**src/design/dspwm_pkg.sv**
```systemverilog
`timescale 1ns / 1ps
`default_nettype none
package dspwm_pkg;

  typedef enum logic [1:0] {
    ACT_READ  = 2'd0,
    ACT_WRITE = 2'd1,
    ACT_TICK  = 2'd2,
    ACT_NONE  = 2'd3
  } action_t;

  localparam logic [7:0] REG_ID      = 8'd0;
  localparam logic [7:0] REG_VERSION = 8'd1;
  localparam logic [7:0] REG_EN_A    = 8'd2;
  localparam logic [7:0] REG_TEMP_A  = 8'd3;
  localparam logic [7:0] REG_WIDTH_A = 8'd4;
  localparam logic [7:0] REG_EN_B    = 8'd5;
  localparam logic [7:0] REG_TEMP_B  = 8'd6;
  localparam logic [7:0] REG_WIDTH_B = 8'd7;

  localparam logic [7:0]  ID_BYTE      = 8'h20;
  localparam logic [7:0]  VERSION_BYTE = 8'h01;
  localparam logic [7:0]  UNKNOWN_BYTE = 8'hFF;
  localparam logic [15:0] TOP_RESET    = 16'd15000;
  localparam logic [15:0] WIDTH_RESET  = 16'((600 + 2400) / 2);

  typedef struct packed {
    logic [1:0] action;
    logic [7:0] reg_addr;
    logic [7:0] write_data;
  } item_t;

  typedef struct packed {
    logic [7:0] read_data;
    logic       servo_a_drive;
    logic       servo_a_level;
    logic       servo_b_drive;
    logic       servo_b_level;
  } result_t;

  typedef struct packed {
    logic valid;
    logic advance;
  } stage_ctl_t;

endpackage
`default_nettype wire

```
**src/design/dual_servo_pwm_register_block_unit.sv**
```systemverilog
`timescale 1ns / 1ps
`default_nettype none
// channel | handshake         | beat
// in_     | in_valid/in_stall | item_t: action, reg_addr, write_data
// out_    | out_valid/out_stall | result_t: read_data, drive and level per servo
// cfg_    | cfg_valid/cfg_ready | 16-bit period_top
// a beat is registered on entry, decoded combinationally against the register map
// and the tick counter, and lands in the result register
// one beat per cycle if unstalled; the result register frees as soon as it is taken
// synchronous active-low reset restores the register map, counter and period_top
// a stalled result holds the input register, which then stalls the input side
module dual_servo_pwm_register_block_unit
  import dspwm_pkg::*;
(
  input  wire logic        clk,
  input  wire logic        rst_n,
  input  wire logic        in_valid,
  output logic             in_stall,
  input  wire item_t       in_data,
  output logic             out_valid,
  input  wire logic        out_stall,
  output result_t          out_data,
  input  wire logic        cfg_valid,
  output logic             cfg_ready,
  input  wire logic [15:0] cfg_data
);

  stage_ctl_t  ctl;
  item_t       item;
  result_t     result_nxt;
  result_t     out_data_r;
  logic        out_valid_r;
  logic        out_free;
  logic [15:0] period_top_r;

  assign out_free = !out_valid_r || !out_stall;

  dspwm_in_stage u_in_stage (
    .clk      (clk),
    .rst_n    (rst_n),
    .in_valid (in_valid),
    .in_stall (in_stall),
    .in_data  (in_data),
    .advance  (out_free),
    .ctl      (ctl),
    .item     (item)
  );

  dspwm_core u_core (
    .clk        (clk),
    .rst_n      (rst_n),
    .fire       (ctl.advance),
    .item       (item),
    .period_top (period_top_r),
    .result     (result_nxt)
  );

  assign cfg_ready = 1'b1;

  always_ff @(posedge clk) begin
    if (!rst_n) begin
      out_valid_r  <= 1'b0;
      period_top_r <= TOP_RESET;
    end else begin
      if (out_free) begin
        out_valid_r <= ctl.valid;
      end
      if (cfg_valid && cfg_ready) begin
        period_top_r <= cfg_data;
      end
    end
    if (ctl.advance) begin
      out_data_r <= result_nxt;
    end
  end

  assign out_valid = out_valid_r;
  assign out_data  = out_data_r;

  a_no_spurious_beat: assert property (@(posedge clk) disable iff (!rst_n)
    (!ctl.valid && !out_valid_r) |=> !out_valid_r)
    else $error("result beat appeared with nothing in flight");

  a_blocked_item_held: assert property (@(posedge clk) disable iff (!rst_n)
    (ctl.valid && !out_free) |=> ctl.valid)
    else $error("input beat dropped while result stalled");

  a_read_data_only_on_read: assert property (@(posedge clk) disable iff (!rst_n)
    (ctl.advance && item.action != ACT_READ) |=> (out_data_r.read_data == 8'd0))
    else $error("non-read beat returned read data");

endmodule
`default_nettype wire

```
**src/design/dspwm_in_stage.sv**
```systemverilog
`timescale 1ns / 1ps
`default_nettype none
module dspwm_in_stage
  import dspwm_pkg::*;
(
  input  wire logic  clk,
  input  wire logic  rst_n,
  input  wire logic  in_valid,
  output logic       in_stall,
  input  wire item_t in_data,
  input  wire logic  advance,
  output stage_ctl_t ctl,
  output item_t      item
);

  logic  valid_r;
  logic  valid_nxt;
  item_t item_r;
  logic  take;

  assign in_stall  = valid_r && !advance;
  assign take      = in_valid && !in_stall;
  assign valid_nxt = take || (valid_r && !advance);

  always_ff @(posedge clk) begin
    if (!rst_n) begin
      valid_r <= 1'b0;
    end else begin
      valid_r <= valid_nxt;
    end
    if (take) begin
      item_r <= in_data;
    end
  end

  assign ctl.valid   = valid_r;
  assign ctl.advance = valid_r && advance;
  assign item        = item_r;

endmodule
`default_nettype wire

```
**src/design/dspwm_core.sv**
```systemverilog
`timescale 1ns / 1ps
`default_nettype none
module dspwm_core
  import dspwm_pkg::*;
(
  input  wire logic        clk,
  input  wire logic        rst_n,
  input  wire logic        fire,
  input  wire item_t       item,
  input  wire logic [15:0] period_top,
  output result_t          result
);

  logic [15:0] tick_r, tick_nxt;
  logic [15:0] buf_a_r, buf_a_nxt;
  logic [15:0] buf_b_r, buf_b_nxt;
  logic [15:0] cmp_a_r, cmp_a_nxt;
  logic [15:0] cmp_b_r, cmp_b_nxt;
  logic [7:0]  temp_a_r, temp_a_nxt;
  logic [7:0]  temp_b_r, temp_b_nxt;
  logic        en_a_r, en_a_nxt;
  logic        en_b_r, en_b_nxt;
  logic [7:0]  rd;

  always_comb begin
    tick_nxt   = tick_r;
    buf_a_nxt  = buf_a_r;
    buf_b_nxt  = buf_b_r;
    cmp_a_nxt  = cmp_a_r;
    cmp_b_nxt  = cmp_b_r;
    temp_a_nxt = temp_a_r;
    temp_b_nxt = temp_b_r;
    en_a_nxt   = en_a_r;
    en_b_nxt   = en_b_r;
    rd         = '0;
    case (action_t'(item.action))
      ACT_READ: begin
        case (item.reg_addr)
          REG_ID:      rd = ID_BYTE;
          REG_VERSION: rd = VERSION_BYTE;
          REG_EN_A:    rd = {7'd0, en_a_r};
          REG_TEMP_A:  rd = temp_a_r;
          REG_WIDTH_A: begin
            temp_a_nxt = buf_a_r[15:8];
            rd         = buf_a_r[7:0];
          end
          REG_EN_B:    rd = {7'd0, en_b_r};
          REG_TEMP_B:  rd = temp_b_r;
          REG_WIDTH_B: begin
            temp_b_nxt = buf_b_r[15:8];
            rd         = buf_b_r[7:0];
          end
          default:     rd = UNKNOWN_BYTE;
        endcase
      end
      ACT_WRITE: begin
        case (item.reg_addr)
          REG_EN_A:    en_a_nxt   = |item.write_data;
          REG_TEMP_A:  temp_a_nxt = item.write_data;
          REG_WIDTH_A: buf_a_nxt  = {temp_a_r, item.write_data};
          REG_EN_B:    en_b_nxt   = |item.write_data;
          REG_TEMP_B:  temp_b_nxt = item.write_data;
          REG_WIDTH_B: buf_b_nxt  = {temp_b_r, item.write_data};
          default: ;
        endcase
      end
      ACT_TICK: begin
        if (tick_r >= period_top) begin
          tick_nxt  = '0;
          cmp_a_nxt = buf_a_r;
          cmp_b_nxt = buf_b_r;
        end else begin
          tick_nxt = tick_r + 16'd1;
        end
      end
      default: ;
    endcase
  end

  always_ff @(posedge clk) begin
    if (!rst_n) begin
      tick_r   <= '0;
      buf_a_r  <= WIDTH_RESET;
      buf_b_r  <= WIDTH_RESET;
      cmp_a_r  <= WIDTH_RESET;
      cmp_b_r  <= WIDTH_RESET;
      temp_a_r <= '0;
      temp_b_r <= '0;
      en_a_r   <= 1'b0;
      en_b_r   <= 1'b0;
    end else if (fire) begin
      tick_r   <= tick_nxt;
      buf_a_r  <= buf_a_nxt;
      buf_b_r  <= buf_b_nxt;
      cmp_a_r  <= cmp_a_nxt;
      cmp_b_r  <= cmp_b_nxt;
      temp_a_r <= temp_a_nxt;
      temp_b_r <= temp_b_nxt;
      en_a_r   <= en_a_nxt;
      en_b_r   <= en_b_nxt;
    end
  end

  assign result.read_data     = rd;
  assign result.servo_a_drive = en_a_nxt;
  assign result.servo_a_level = tick_nxt <= cmp_a_nxt;
  assign result.servo_b_drive = en_b_nxt;
  assign result.servo_b_level = tick_nxt <= cmp_b_nxt;

endmodule
`default_nettype wire
```
**config.mk**
```make
export PLATFORM = sky130hd
export DESIGN_NAME = dual_servo_pwm_register_block_unit
export DESIGN_NICKNAME = d
export VERILOG_FILES = /design/src/design/dspwm_pkg.sv /design/src/design/dual_servo_pwm_register_block_unit.sv /design/src/design/dspwm_in_stage.sv /design/src/design/dspwm_core.sv
export SDC_FILE = /design/constraint.sdc
export NUM_CORES = 1
export LEC_CHECK = 0
export BUFFER_PORTS_ARGS = -buffer_cell sky130_fd_sc_hd__buf_2
export CORE_MARGIN = 1.5
export CORE_UTILIZATION = 66
export DETAILED_ROUTE_END_ITERATION = 8
export GPL_TIMING_DRIVEN = 0
export PLACE_DENSITY = 0.88
export SYNTH_ARGS = -nofsm -noshare
export SYNTH_HDL_FRONTEND = slang
export SYNTH_SLANG_ARGS = --single-unit
```
**constraint.sdc**
```tcl
create_clock -name clk -period 9.75 [get_ports clk]
set_input_delay 0.4875 -clock clk [delete_from_list [all_inputs] [get_ports clk]]
set_output_delay 0.4875 -clock clk [all_outputs]
set_load 0.05 [all_outputs]
```
### Word level (Yosys, flattened, before mapping)

Cells that the tools add are included.

* order comparisons: 3
* add/subtract/negate cells: 1
* mux-type cells: 17
* reduce and logical (&&, ||, !) cells: 17
* equal/unequal tests: 13

Operators with widths (count)
* two-way mux 16 bit: 6
* one-hot mux 8 bit (8 select lines): 1
* equality test 8 x 3 -> 1 bit (second input constant): 4
* less-or-equal comparator 16 bit: 2
* two-way mux 8 bit: 4
* one-hot mux 8 bit (2 select lines): 2
* adder 16 x 1 -> 16 bit (second input constant): 1
* equality test 8 x 2 -> 1 bit (second input constant): 2
* greater-or-equal comparator 16 bit: 1
* equality test 8 x 1 -> 1 bit (second input constant): 1
* logical NOT 8 bit: 1
* AND reduction 4 bit: 2
* OR reduction 8 bit: 1
* AND reduction 3 bit: 2
* logical NOT 1 bit: 4
* two-way mux 1 bit: 4
* inequality test 2 x 1 -> 1 bit (second input constant): 2
* inequality test 2 bit (second input constant): 2
* logical AND 1 bit: 3
* equality test 2 x 1 -> 1 bit (second input constant): 1
* equality test 2 bit (second input constant): 1
* logical NOT 2 bit: 1
* logical OR 1 bit: 2
* nonzero test 2 bit: 1

* word-level logic and storage cells: 71
* bits in registers: 146
* output and inout bits: 15

### Longest topological paths before layout

* depth after elaboration: 7
* gate-level depth with buffers: 18
* depth with buffers taken out: 15

### By module

A second synthesis with hierarchy kept.

* cells, all modules: 857
* area total of the unflattened synthesis: 7753.7 µm²

By module, submodules not included
* dspwm_core: cells each 764, times used 1, area an instance 6145.9 µm²
* dual_servo_pwm_register_block_unit: cells each 69, times used 1, area an instance 1006.0 µm²
* dspwm_in_stage: cells each 24, times used 1, area an instance 601.8 µm²

### Least setup slack after synthesis

OpenSTA, ideal clock, no wires.

* path type: reg-to-reg
* start point: reg u_core.tick_r[0]
* end point: reg out_data_r, in the netlist out_data[0], data pin
* setup slack: 6.001 ns
* arrival: 3.611 ns
* cell stages (with the launch flop): 18
* clock period less this slack: 3.749 ns
* path buffers: 2
* cell sequence: dfxtp_1 > inv_1 > ha_1 > nand2b_1 > a2111oi_2 > o311ai_2 > a21oi_1 > nor2_1 > buf_2 > buf_2 > nor2_1 > ha_1 > a21o_1 > a21oi_1 > nand2_1 > a211o_1 > or3_1 > nand4_1

RTL lines
* start, declared: RTL line dspwm_core.sv:14 `logic [15:0] tick_r, tick_nxt;`
* start signal, assigned: RTL line dspwm_core.sv:92 `tick_r <= tick_nxt;`
* end signal, assigned: RTL line dual_servo_pwm_register_block_unit.sv:73 `out_data_r <= result_nxt;`
* end, declared: RTL line dual_servo_pwm_register_block_unit.sv:31 `result_t out_data_r;`

==> flow_summary.toml <==
[job]
cap_violations = 0

[yosys]
synth.avg_cell_area_um2 = 9.063
synth_top_area_cell = "dfxtp_1"
synth_top_cells_by_area = "dfxtp_1 29%, edfxtp_1 11%, mux2i_1 7.6%"
seq_area_frac_synth_pct = 40.79
yosys.area_share.simple_pct = 19.47
async_reset_ff_share_pct = 0
syn_nets = 958
ys.flop_type = "dfxtp_1"
synth-edff-count = 30
synth_top_family_by_area = "simple AND/OR/NAND/NOR gates"
synthAdderAreaFrac_pct = 7.441
synth_compound_gate_area_share_pct = 17.84
muxShareOfSynthArea_pct = 7.885
ys_ff_latch = 146
yosysUniqueCellTypes = 58
syn_area_mm2 = 0.007903
synth_cells = 872
synth_top_cell_area_share_pct = 29.39
synth-xor-area-share_pct = 1.441
yosys_warnings = 0

[setup_path]
reg2reg_from = "u_core.tick_r[0]"
critical_path_required_ps = 10000
cpMaxStageDelayCell = "dfxtp_1"
end_kind = "register"
arrival_ps = 4850
r2r_slack_ps = 5140
r2r-end = "out_data[2]"
critical-path-max-stage-delay_ps = 500
cp_cell_sequence = "inv_1, ha_1, nand2b_1, a2111oi_2, o311ai_2, a21o_1, nand2_1, buf_4, mux2i_1, ha_1, a21o_1, a21oi_1, o21ai_0, a221o_1, a211o_1, a21oi_1"
worst-path-max-fanout = 10
crit_type = "reg -> reg"
start_kind = "register"
r2r_cells = 16

[placement]
place_hpwl_mm = 15.39
globalplace.congestion = 0.9821
io_buffers = 50

[global_route]
grt_max_degree = 19
overflow = 0
antenna_found_initial = 0
first_global_vias = 6622
grt.total_usage_pct = 35.49
grt_pass1_wl_mm = 34.40

[clock_network]
post_cts_resized = 0
cts-root-buf = "clkbuf_16"
cts_inserted_buffers = 17
cts_buffer_depth = 2
clk_pin_slew_ps = 60
cts_max_level = 4
cts_hold_buf = 0
post_cts_buffers = 0
cts_tree = "built"
clk_latency_ps = 430
cts_sinks = 146

[floorplan]
core_area_mm2 = 0.01156
num_rows = 39
num_io_pins = 54
start_util_pct = 68.33
die_x_um = 112.4
fp.dieH_um = 112.4
dieArea_mm2 = 0.01264

[drt]
drc = 0
drtAntennaViolNets = 0
routed_wl_mm = 21.78
wire_per_inst_um = 19.86
viasPerCell = 6.539
first_iter_violations = 892
drt-pass1-iter-count = 8
via_count = 7173

[final_layout]
layout_commonest_cell = "dfxtp_1"
diodes = 0
drive_above_1_share_pct = 12.68
final_cell_mix = "116 x dfxtp_1, 96 x nand2_1, 80 x nand3_1, 67 x buf_2, 60 x mux2i_1"
finalNetCount = 1027
area_growth_pct = 12.68

[worst_hold_path]
worstHoldStart = "in_data[4]"
min_path_cells = 1
min_delay_worst_endpoint = "u_in_stage.item[4]"
hold_path_class = "in -> reg"

[timing]
maxSlewViolCount = 0
setup_viol = 0
finalCriticalPeriod_ps = 4606
min_period_over_period_pct = 47.24
tightestPinTransition_ps = 925.6
setup_tns_ps = 0
hold_viol_final = 0
clock_skew_ps = 9.005
max_slew_margin_pct = 37.82
fmax_mhz = 217.1
rsz0062_at_grt = "no"
fin_hold_ws_ps = 230.1

[pwr]
vdd_ir_drop_max_v = 0.0001890
power_density_mw_per_mm2 = 151.4
p_leak_nw = 3.839

[run_status]
status = "completed"
## where the power goes
part           internal, W  switching [W]  total (W)  leakage, nW
combinational    0.0000267      0.0000558  0.0000825         2.34
clock             0.000379       0.000250   0.000629        0.272
sequential        0.000629     0.00000784   0.000637         1.22
total              0.00103       0.000313    0.00135         3.84
## through the flow
step	power [W]	worst slack [ps]	cells	utilization [%]	instance area, um^2
4_1_cts	0.001347	5287	1097	76.98	8902
3_5_place_dp	0.0007278	5359	1065	72.04	8332
3_3_place_gp	0.0007261	5379	1065	72.04	8332
5_1_grt	0.001385	4924	1097	77.00	8905
6_report	0.001348	5144	1097	77.00	8905
2_1_floorplan	0.0006998	6001	872	-	7903
## synth_stat cells, types with 17 or more instances
| cell | instances |
|---|---|
| dfxtp_1 | 116 |
| nand2_1 | 96 |
| nand3_1 | 80 |
| mux2i_1 | 60 |
| ha_1 | 47 |
| o21ai_0 | 42 |
| a21oi_1 | 40 |
| nor2_1 | 34 |
| clkbuf_1 | 32 |
| edfxtp_1 | 30 |
| nor2b_1 | 30 |
| a21boi_0 | 28 |
| inv_1 | 23 |
| buf_2 | 17 |
| o211ai_1 | 17 |
## how the worst max path moves through the flow
stage | slack [ps] | end | from | cells past startpoint
floorplan | 6000 | out_data[0] | u_core.tick_r[0] | 17
global placement | 5380 | out_data[2] | u_core.tick_r[0] | 16
detailed placement | 5360 | out_data[2] | u_core.tick_r[0] | 16
CTS | 5290 | out_data[2] | u_core.tick_r[0] | 16
global route | 4920 | out_data[2] | period_top_r[15] | 16
finish | 5140 | out_data[2] | u_core.tick_r[0] | 16
## metal layers
layer	GRT usage [%]	vias up	wire, um
met2	54.56	441	9639
met5	0	-	0
met4	14.09	0	837
li1	-	3302	-
met1	48.47	3355	9007
met3	8.801	75	2299
## registers in the layout, indices dropped and copies added, names as in the netlist, 12 cells and up, named ones only
| register | flops |
|---|---|
| u_core.tick_r | 15 |
| period_top_r | 16 |
| out_data | 12 |
| u_in_stage.item | 18 |
| u_core.buf_a_r | 16 |
| u_core.cmp_b_r | 16 |
| u_core.buf_b_r | 16 |
| u_core.cmp_a_r | 16 |
## cell type report
type / count / area [um^2]
Clock buffer: 24 / 493.0
Fill cell: 811 / 2660
Multi-Input combinational cell: 636 / 4280
Timing Repair Buffer: 50 / 250.2
Inverter: 24 / 90.09
Clock inverter: 8 / 77.57
Buffer: 66 / 311.5
Sequential cell: 146 / 3223
Tap cell: 143 / 178.9
## logic make-up (layout without fill, tap and decap cells)
logic type      Yosys count  after routing
compound gates          203            203
xor+xnor                 13             13
fa+ha+maj                47             47
buf+inv                  90            172
flops                   146            146
mux                      62             62
other cells               1              1
simple gates            310            310
## worst max-delay path, delay by kind of cell (launching register included)
family | cells | cell delay, ps
DFF | 1 | 500
buffers and inverters | 2 | 400
muxes | 1 | 460
AOI/OAI and AO/OA | 9 | 2120
and+or+nand+nor | 2 | 320
adders and majority gates | 2 | 620
Note: power is estimated with default switching activity, not from simulation.
